[src/rtl/core/nun_pkg.sv]
// ----------------------------------------------------------------------------
// nun_pkg
// Shared widths, codes and types for the 5-smooth number generator.
// ----------------------------------------------------------------------------
package nun_pkg;

    localparam int MAX_INDEX = 1024;
    localparam int INDEX_W   = 11;
    localparam int ADDR_W    = 10;
    localparam int VALUE_W   = 32;
    localparam int PROD_W    = VALUE_W + 3;

    typedef logic [INDEX_W-1:0] t_index;
    typedef logic [ADDR_W-1:0]  t_addr;
    typedef logic [VALUE_W-1:0] t_value;
    typedef logic [1:0]         t_ptr_sel;

    localparam t_ptr_sel PTR_TWO   = 2'd0;
    localparam t_ptr_sel PTR_THREE = 2'd1;
    localparam t_ptr_sel PTR_FIVE  = 2'd2;

    typedef struct packed {
        logic     load;
        logic     rd;
        t_ptr_sel rd_sel;
        logic     cap2;
        logic     cap3;
        logic     step;
        logic     emit;
    } t_cmd;

    typedef struct packed {
        logic target_one;
        logic fill_last;
    } t_sts;

    // scale by a small factor, saturating to all ones
    function automatic t_value f_sat_scale(input t_value v, input logic [2:0] k);
        logic [PROD_W-1:0] wide;
        wide = {3'b000, v} * {{(PROD_W-3){1'b0}}, k};
        if (wide[PROD_W-1:VALUE_W] != 3'b000) begin
            return '1;
        end
        return wide[VALUE_W-1:0];
    endfunction

endpackage

[src/rtl/core/nun_ctrl.sv]
// ----------------------------------------------------------------------------
// nun_ctrl
// Controller: sequences table reads, entry writes and the result word.
// ----------------------------------------------------------------------------
module nun_ctrl (
    input  logic          i_clk,
    input  logic          i_rst_n,
    input  logic          i_in_valid,
    output logic          o_in_ready,
    output logic          o_out_valid,
    input  logic          i_out_ready,
    input  nun_pkg::t_sts i_sts,
    output nun_pkg::t_cmd o_cmd
);

    localparam logic [2:0] S_IDLE  = 3'd0;
    localparam logic [2:0] S_START = 3'd1;
    localparam logic [2:0] S_RD2   = 3'd2;
    localparam logic [2:0] S_RD3   = 3'd3;
    localparam logic [2:0] S_RD5   = 3'd4;
    localparam logic [2:0] S_WR    = 3'd5;
    localparam logic [2:0] S_FIN   = 3'd6;

    logic [2:0] r_state;
    logic [2:0] n_state;
    logic       r_out_valid;
    logic       n_out_valid;
    logic       out_free;

    assign out_free   = !r_out_valid || i_out_ready;
    assign o_in_ready = (r_state == S_IDLE);

    always_comb begin
        n_state      = r_state;
        o_cmd        = '0;
        o_cmd.rd_sel = nun_pkg::PTR_TWO;
        unique case (r_state)
            S_IDLE: begin
                if (i_in_valid) begin
                    o_cmd.load = 1'b1;
                    n_state    = S_START;
                end
            end
            S_START: begin
                n_state = i_sts.target_one ? S_FIN : S_RD2;
            end
            S_RD2: begin
                o_cmd.rd     = 1'b1;
                o_cmd.rd_sel = nun_pkg::PTR_TWO;
                n_state      = S_RD3;
            end
            S_RD3: begin
                o_cmd.cap2   = 1'b1;
                o_cmd.rd     = 1'b1;
                o_cmd.rd_sel = nun_pkg::PTR_THREE;
                n_state      = S_RD5;
            end
            S_RD5: begin
                o_cmd.cap3   = 1'b1;
                o_cmd.rd     = 1'b1;
                o_cmd.rd_sel = nun_pkg::PTR_FIVE;
                n_state      = S_WR;
            end
            S_WR: begin
                o_cmd.step = 1'b1;
                n_state    = i_sts.fill_last ? S_FIN : S_RD2;
            end
            S_FIN: begin
                if (out_free) begin
                    o_cmd.emit = 1'b1;
                    n_state    = S_IDLE;
                end
            end
            default: begin
                n_state = S_IDLE;
            end
        endcase
    end

    always_comb begin
        n_out_valid = r_out_valid;
        if (o_cmd.emit) begin
            n_out_valid = 1'b1;
        end else if (i_out_ready) begin
            n_out_valid = 1'b0;
        end
    end

    always_ff @(posedge i_clk) begin
        if (!i_rst_n) begin
            r_state     <= S_IDLE;
            r_out_valid <= 1'b0;
        end else begin
            r_state     <= n_state;
            r_out_valid <= n_out_valid;
        end
    end

    assign o_out_valid = r_out_valid;

endmodule

[config.mk]
export PLATFORM = sky130hd
export DESIGN_NAME = nun_ctrl
export DESIGN_NICKNAME = d
export VERILOG_FILES = /design/src/rtl/core/nun_pkg.sv /design/src/rtl/core/nun_ctrl.sv
export SDC_FILE = /design/constraint.sdc
export NUM_CORES = 1
export LEC_CHECK = 0
export BUFFER_PORTS_ARGS = -buffer_cell sky130_fd_sc_hd__buf_4
export CAP_MARGIN = 0
export CORE_AREA = 2 2 39 41
export DETAILED_ROUTE_END_ITERATION = 16
export DIE_AREA = 0 0 41 43
export PLACE_DENSITY = 0.41
export SETUP_SLACK_MARGIN = 0.3
export SLEW_MARGIN = 10
export SYNTH_ARGS = -nofsm -noshare
export SYNTH_HDL_FRONTEND = slang
export SYNTH_SLANG_ARGS = --single-unit
[constraint.sdc]
create_clock -name i_clk -period 3.4 [get_ports i_clk]
set_clock_uncertainty 0.2 [all_clocks]
set_input_delay 0.51 -clock i_clk [delete_from_list [all_inputs] [get_ports i_clk]]
set_output_delay 0.51 -clock i_clk [all_outputs]
set_load 0.005 [all_outputs]
# Word level (Yosys, flattened, before mapping)
# Index checks and enable logic that the tools add are counted.
[op_classes]
n_mux = 15
n_eq_ne = 8
reduce_logical = 5
[ops]
columns = ["operator", "n"]
rows = [
  ["$pmux 3 s7", 1],
  ["$mux 3", 4],
  ["$eq 3x3->1 const B", 3],
  ["$mux 1", 9],
  ["$pmux 3 s3", 1],
  ["$eq 3x2->1 const B", 2],
  ["$ne 2x2->1 const B", 2],
  ["$eq 3x1->1 const B", 1],
  ["$logic_not 3->1", 1],
  ["$reduce_and 2->1", 1],
  ["$reduce_bool 2->1", 1],
  ["$logic_not 1->1", 1],
  ["$logic_or 1x1->1", 1],
]
[totals]
in_bits = 6
out_inout_bits = 10
elab_cells = 30
ff_bits = 4

# Logic depth before layout (Yosys ltp)
# Gate-level depths: netlist of the first run.
[depth]
word_depth = 5
mapped_depth = 4
mapped_depth_nobuf = 3

# Worst setup path after synthesis of the first run
# No wires, ideal clock.
[synth_timing]
kind = "input to output"
start = "input i_out_ready"
end = "output o_cmd[0] (netlist bit)"
stages = 3
required_time_ns = 2.690
n_path_buf = 1
path_slack_ns = 1.768
arrival_ns = 0.922
path_cell_list = "nand2b_1 -> nor2b_1 -> buf_4"
[synth_lines]
columns = ["item", "line_no", "rtl"]
rows = [
  ["from (decl)", "nun_ctrl.sv:11", "input logic i_out_ready,"],
  ["to (decl)", "nun_ctrl.sv:13", "output nun_pkg::t_cmd o_cmd"],
]

==> results of run 1 <==
layout make-up:
cell class              count  share of cell area, %
repair buffers             15                   29.6
flip-flops and latches      4                   21.1
multi-input cells          23                   35.2
clock buffers               3                   5.92
well taps                  16                   5.26
inverters                   3                   2.96
worst min path at each step:
| stage | start | to | slack, ns | cells past startpoint |
|---|---|---|---|---|
| 3_5_place_dp | o_out_valid$_SDFFE_PN0P_ | o_out_valid$_SDFFE_PN0P_ | 0.36 | 2 |
| 6_report | i_rst_n | r_state[2]$_SDFFE_PN0P_ | 0.31 | 2 |
| 3_3_place_gp | o_out_valid$_SDFFE_PN0P_ | o_out_valid$_SDFFE_PN0P_ | 0.36 | 2 |
| 5_1_grt | i_rst_n | r_state[2]$_SDFFE_PN0P_ | 0.32 | 2 |
| 2_1_floorplan | o_out_valid$_SDFFE_PN0P_ | o_out_valid$_SDFFE_PN0P_ | 0.33 | 2 |
| 4_1_cts | i_rst_n | r_state[2]$_SDFFE_PN0P_ | 0.30 | 2 |
state kept, by name (all words and copies together) (netlist names):
name,flops
r_state,3
o_out_valid,1
per-stage QoR:
| step | setup WS [ns] | cells | hold slack (ns) | power, uW |
|---|---|---|---|---|
| 4_1_cts | 1.53 | 64 | 0.298 | 158 |
| 6_report | 1.53 | 64 | 0.306 | 152 |
| 5_1_grt | 1.44 | 64 | 0.324 | 162 |
| 3_5_place_dp | 1.62 | 61 | 0.357 | 98.1 |
| 2_1_floorplan | 1.77 | 33 | 0.325 | 78.4 |
| 3_3_place_gp | 1.62 | 61 | 0.361 | 98.3 |
cells by family (layout without fill, tap and decap cells):
family / Yosys count / count (layout) / share of synthesized area [%]
buffers and inverters: 6 / 21 / 12.8
DFF: 4 / 4 / 32.7
AOI/OAI and AO/OA: 8 / 8 / 23.0
and+or+nand+nor: 15 / 15 / 31.6
metal layers:
layer  routed length, um  GRT usage, %  vias to the layer above
met3                  50          1.57                        0
met4                   0          8.00                        0
met2                 241          10.3                       10
met5                   0             0                        -
met1                 244          8.06                       95
li1                    -             -                      142
placed cells by master, fill, tap and decap left out:
| cell | n |
|---|---|
| a21oi_1 | 1 |
| nor2b_1 | 2 |
| o22ai_1 | 1 |
| and2_1 | 1 |
| nand2_1 | 1 |
| nor2_1 | 5 |
| buf_4 | 15 |
| o21ai_0 | 2 |
| o21a_1 | 1 |
| a211o_1 | 1 |
| dfxtp_1 | 4 |
| a2111oi_1 | 1 |
| nand2b_1 | 3 |
| inv_1 | 3 |
| a21oi_2 | 1 |
| clkbuf_4 | 3 |
| nand3b_1 | 1 |
| nor3_1 | 2 |
report_power, final:
| part | internal (uW) | switching [uW] | total [uW] |
|---|---|---|---|
| combinational | 23.5 | 14.7 | 38.3 |
| sequential | 51.1 | 7.23 | 58.3 |
| clock | 39.3 | 16.5 | 55.8 |
| total | 114 | 38.5 | 152 |
==> flow_summary.toml, run 1 <==
[global_routing]
grt_usage_pct = 7.34
gr-total-overflow = 0
grt_pass1_wl_um = 841
antenna_found_initial = 0
grt_max_degree = 11
grt_pass1_vias = 235

[yosys]
ys_top_cells_by_area = "dfxtp_1, nand2b_1, nor2_1, buf_4, nor2b_1"
ys_seq_area_share_pct = 32.7
synth_top_area_cell = "dfxtp_1"
synthCells = 33
synth-async-reset-ratio_pct = 0
synth.cell_area_um2 = 245
synth_edf_count = 0
ys_seq_elements = 4
synth_cell_types = 18
synthFlopType = "dfxtp_1"
synthTopCellsByCount = "nor2_1, dfxtp_1, inv_1, nand2b_1"
netlist.area_leader.share_pct = 32.7
syn_avg_cell_area_um2 = 7.43
synthesis.nets = 39
yosys_warnings = 0
post-synth-top-count-cell = "nor2_1"

[place]
place_area_um2 = 358
port_buffers = 15
routabilityCongestion = 0.659
dp_hpwl_um = 431

[cells_and_area]
fill_cells = 163
final_area_um2 = 380
drive_gt1_share_pct = 39.6
antennaDiodeCount = 0
nNetsFinal = 56
syn_to_final_growth_pct = 55.1
multi_input_area_um2 = 134
post-route-util_pct = 27.5
seq_area_um2 = 80.1

[sta]
finalCritPeriodShare_pct = 55.0
fmax_mhz = 535
min_period_ns = 1.87
maxSlewHeadroom_pct = 80.5
grt_setup_unrepaired = "false"
fin_setup_tns_ns = 0
setup_violations = 0
drv_slew = 0
final-hold-violation-count = 0
worst_slew_pin_slew_ns = 0.292

[worst_setup_path]
cp_max_fo = 8
worstSetupStartpoint = "r_state[2]$_SDFFE_PN0P_"
critPathKind = "flip-flop to output port"
r2r_slack_ns = 2.18
cpMaxStageDelayCell = "dfxtp_1"
worstPathRequired_ns = 2.69
crit_end = "o_cmd[6]"
path_buf_inv = 1
rr_startpoint = "r_state[1]$_SDFFE_PN0P_"
r2r_end = "r_state[2]$_SDFFE_PN0P_"
worstPathCellList = "nand2b_1 -> o21ai_0 -> buf_4"
crit_cells = 3
critPathTopFamily = "flip-flops"
crit_path_max_incr_delay_ns = 0.45
worstPathArrival_ns = 1.16
cp-end-kind = "output port"
critPathLaunchType = "flip-flop"
r2r_cells = 3

[detailed_routing]
wl_per_cell_um = 8.38
wl_um = 536
ant_nets = 0
drcViolationCount = 0
first_pass_iters = 1
drt-vias-per-instance = 3.86
num_vias = 247
initialDrtViolationCount = 0

[min_path]
hp-class = "input pin to flip-flop"

[clock_tree]
clk_pin_slew_ns = 0.03
cts_tree = "built"
cts_buffers = 3
post_cts_resize_count = 0
clock-sinks = 4
post_cts_buffers = 0
ctsHoldBuffers = 0
clkLatencyLatePin_ns = 0.23
clockBufferDepth = 2
htreeDepth = 1
root_buffer = "clkbuf_4"

[floorplanning]
die_w_um = 41
die_area_mm2 = 0.00176
initial_core_util_pct = 17.7
rows = 14
core_area_mm2 = 0.00138
die_h_um = 43
num_io_pins = 16

[power_and_ir_drop]
irDropWorstVdd_mv = 0.150
powerDensity_mw_per_mm2 = 400
leakagePower_uw = 0.000169

[outcome]
status = "complete, no violations"

[job]
max_cap_viol_count = 0
Power figures use the tool's default switching activity.
==> inputs of run 2 (changes only) <==
==> constraint.sdc (replaced) <==
create_clock -name i_clk -period 1.75 [get_ports i_clk]
set_clock_uncertainty 0.2 [all_clocks]
set_input_delay 0.2625 -clock i_clk [delete_from_list [all_inputs] [get_ports i_clk]]
set_output_delay 0.2625 -clock i_clk [all_outputs]
set_load 0.005 [all_outputs]
==> run 2 against run 1 <==
  * Non-clock buffer count grew 6
  * Clock-buffer cell count is the same
  * Worst setup slack got worse by 1.2 ns
  * Die area is the same
  * Register-to-register slack worse by 1.7 ns
  * Combinational power increased to 2.8 times the previous value
  * Total power grew 120%
  * Global-route usage rose by 0.40 points
  * Worst hold slack got worse by 0.25 ns
  * Critical path depth did not move
  * Clock power up 92%
  * First-iteration DRC count is 5 higher
==> flow_summary.toml, run 2 (same netlist as run 1, synthesis figures left out) <==
[worst_setup_path]
critPathTopFamily = "flip-flops"
cpMaxStageDelayCell = "dfxtp_4"
crit_path_max_incr_delay_ns = 0.36
cp_max_fo = 7
r2r_slack_ns = 0.49
worstPathCellList = "nor3_4 -> and2_1 -> buf_4"
cp-end-kind = "output port"
critPathLaunchType = "flip-flop"
r2r_cells = 5
crit_cells = 3
worstPathArrival_ns = 1.00
path_buf_inv = 1
critPathKind = "flip-flop to output port"
worstPathRequired_ns = 1.29

[sta]
final-hold-violation-count = 0
drv_slew = 0
grt_setup_unrepaired = "true"
finalCritPeriodShare_pct = 83.8
worst_slew_pin_slew_ns = 0.280
min_period_ns = 1.47
setup_violations = 0
fmax_mhz = 682
fin_setup_tns_ns = 0
maxSlewHeadroom_pct = 81.3

[clock_tree]
htreeDepth = 1
ctsHoldBuffers = 0
root_buffer = "clkbuf_4"
cts_buffers = 3
clock-sinks = 4
clockBufferDepth = 2
clkLatencyLatePin_ns = 0.23
clk_pin_slew_ns = 0.03
cts_tree = "built"

[detailed_routing]
initialDrtViolationCount = 5
first_pass_iters = 2
ant_nets = 0
wl_per_cell_um = 8.61
drt-vias-per-instance = 4.16
wl_um = 603
drcViolationCount = 0
num_vias = 291

[floorplanning]
initial_core_util_pct = 17.7
die_h_um = 43
core_area_mm2 = 0.00138
num_io_pins = 16
die_w_um = 41
rows = 14
die_area_mm2 = 0.00176

[power_and_ir_drop]
total_power_uw = 332
irDropWorstVdd_mv = 0.271
powerDensity_mw_per_mm2 = 701
leakagePower_uw = 0.000208

[cells_and_area]
regMostFlops = "r_state"
drive_gt1_share_pct = 61.1
layout.cells.most_common_list = "buf_4, inv_1, nor2_1, clkbuf_4, dfxtp_4"
syn_to_final_growth_pct = 92.9
post-route-util_pct = 34.2
antennaDiodeCount = 0
largest_register_ffs = 3
final_common_cell = "buf_4"
nNetsFinal = 62
fill_cells = 153

[global_routing]
grt_usage_pct = 7.74
gr-total-overflow = 0
grt_max_degree = 9
antenna_found_initial = 0
grt_pass1_wl_um = 862
grt_pass1_vias = 234

[min_path]
hp-class = "input pin to flip-flop"
min_path_cells = 2

[outcome]
status = "complete, no violations"

[place]
port_buffers = 15
routabilityCongestion = 0.598
dp_hpwl_um = 437

[job]
max_cap_viol_count = 0
## run 2: cell count changes in the layout (fill, tap and decap cells not counted), sizes merged
cell	before	now
buf	15	21
## run 2: cell type report
class | count | area [um^2] | share of cell area [%]
clock buffers | 3 | 22.5 | 4.76
repair buffers | 21 | 158 | 33.3
flip-flops and latches | 4 | 91.3 | 19.3
inverters | 3 | 11.3 | 2.38
multi-input cells | 23 | 170 | 36.0
well taps | 16 | 20.0 | 4.23
## run 2: worst paths after layout
path                             end                     from
max                         o_cmd[7]  r_state[1]$_SDFFE_PN0P_
min          r_state[2]$_SDFFE_PN0P_                  i_rst_n
max reg2reg  r_state[2]$_SDFFE_PN0P_  r_state[0]$_SDFFE_PN0P_
min reg2reg  r_state[0]$_SDFFE_PN0P_  r_state[0]$_SDFFE_PN0P_
## run 2: timing repair
item                       in CTS  in global routing
gates resized for setup        12                  2
setup endpoints to repair       9                  8
pin swaps                       2                  2
buffers inserted                5                  1
## run 2: routing by layer
| layer | GRT usage [%] | vias to the layer above | share of wire [%] |
|---|---|---|---|
| met5 | 0 | - | 0 |
| met4 | 4.00 | 0 | 0 |
| met3 | 6.28 | 0 | 9.6 |
| met2 | 11.6 | 12 | 53 |
| met1 | 7.10 | 125 | 37 |
| li1 | - | 154 | - |
## run 2: stage by stage
stage | hold WS, ns | setup WS (ns) | instance area (um^2) | instances
after CTS | 0.0528 | 0.259 | 458 | 69
after global routing | 0.0759 | 0.237 | 473 | 70
after detailed placement | 0.293 | 0.394 | 358 | 61
final | 0.0548 | 0.283 | 473 | 70
after global placement | 0.305 | 0.380 | 358 | 61
after floorplan | 0.180 | 0.440 | 245 | 33
## run 2: worst register-to-register path, delay by kind of cell, from the launching register on
kind,cells,cell delay (ns)
AOI/OAI and AO/OA,1,0.11
buffers and inverters,2,0.26
DFF,1,0.36
and+or+nand+nor,2,0.26
## run 2: report_power, final
| group | internal, uW | switching [uW] |
|---|---|---|
| Sequential | 100 | 16.9 |
| Combinational | 68.5 | 38.7 |
| Clock | 76.2 | 31.2 |
| Total | 245 | 86.8 |
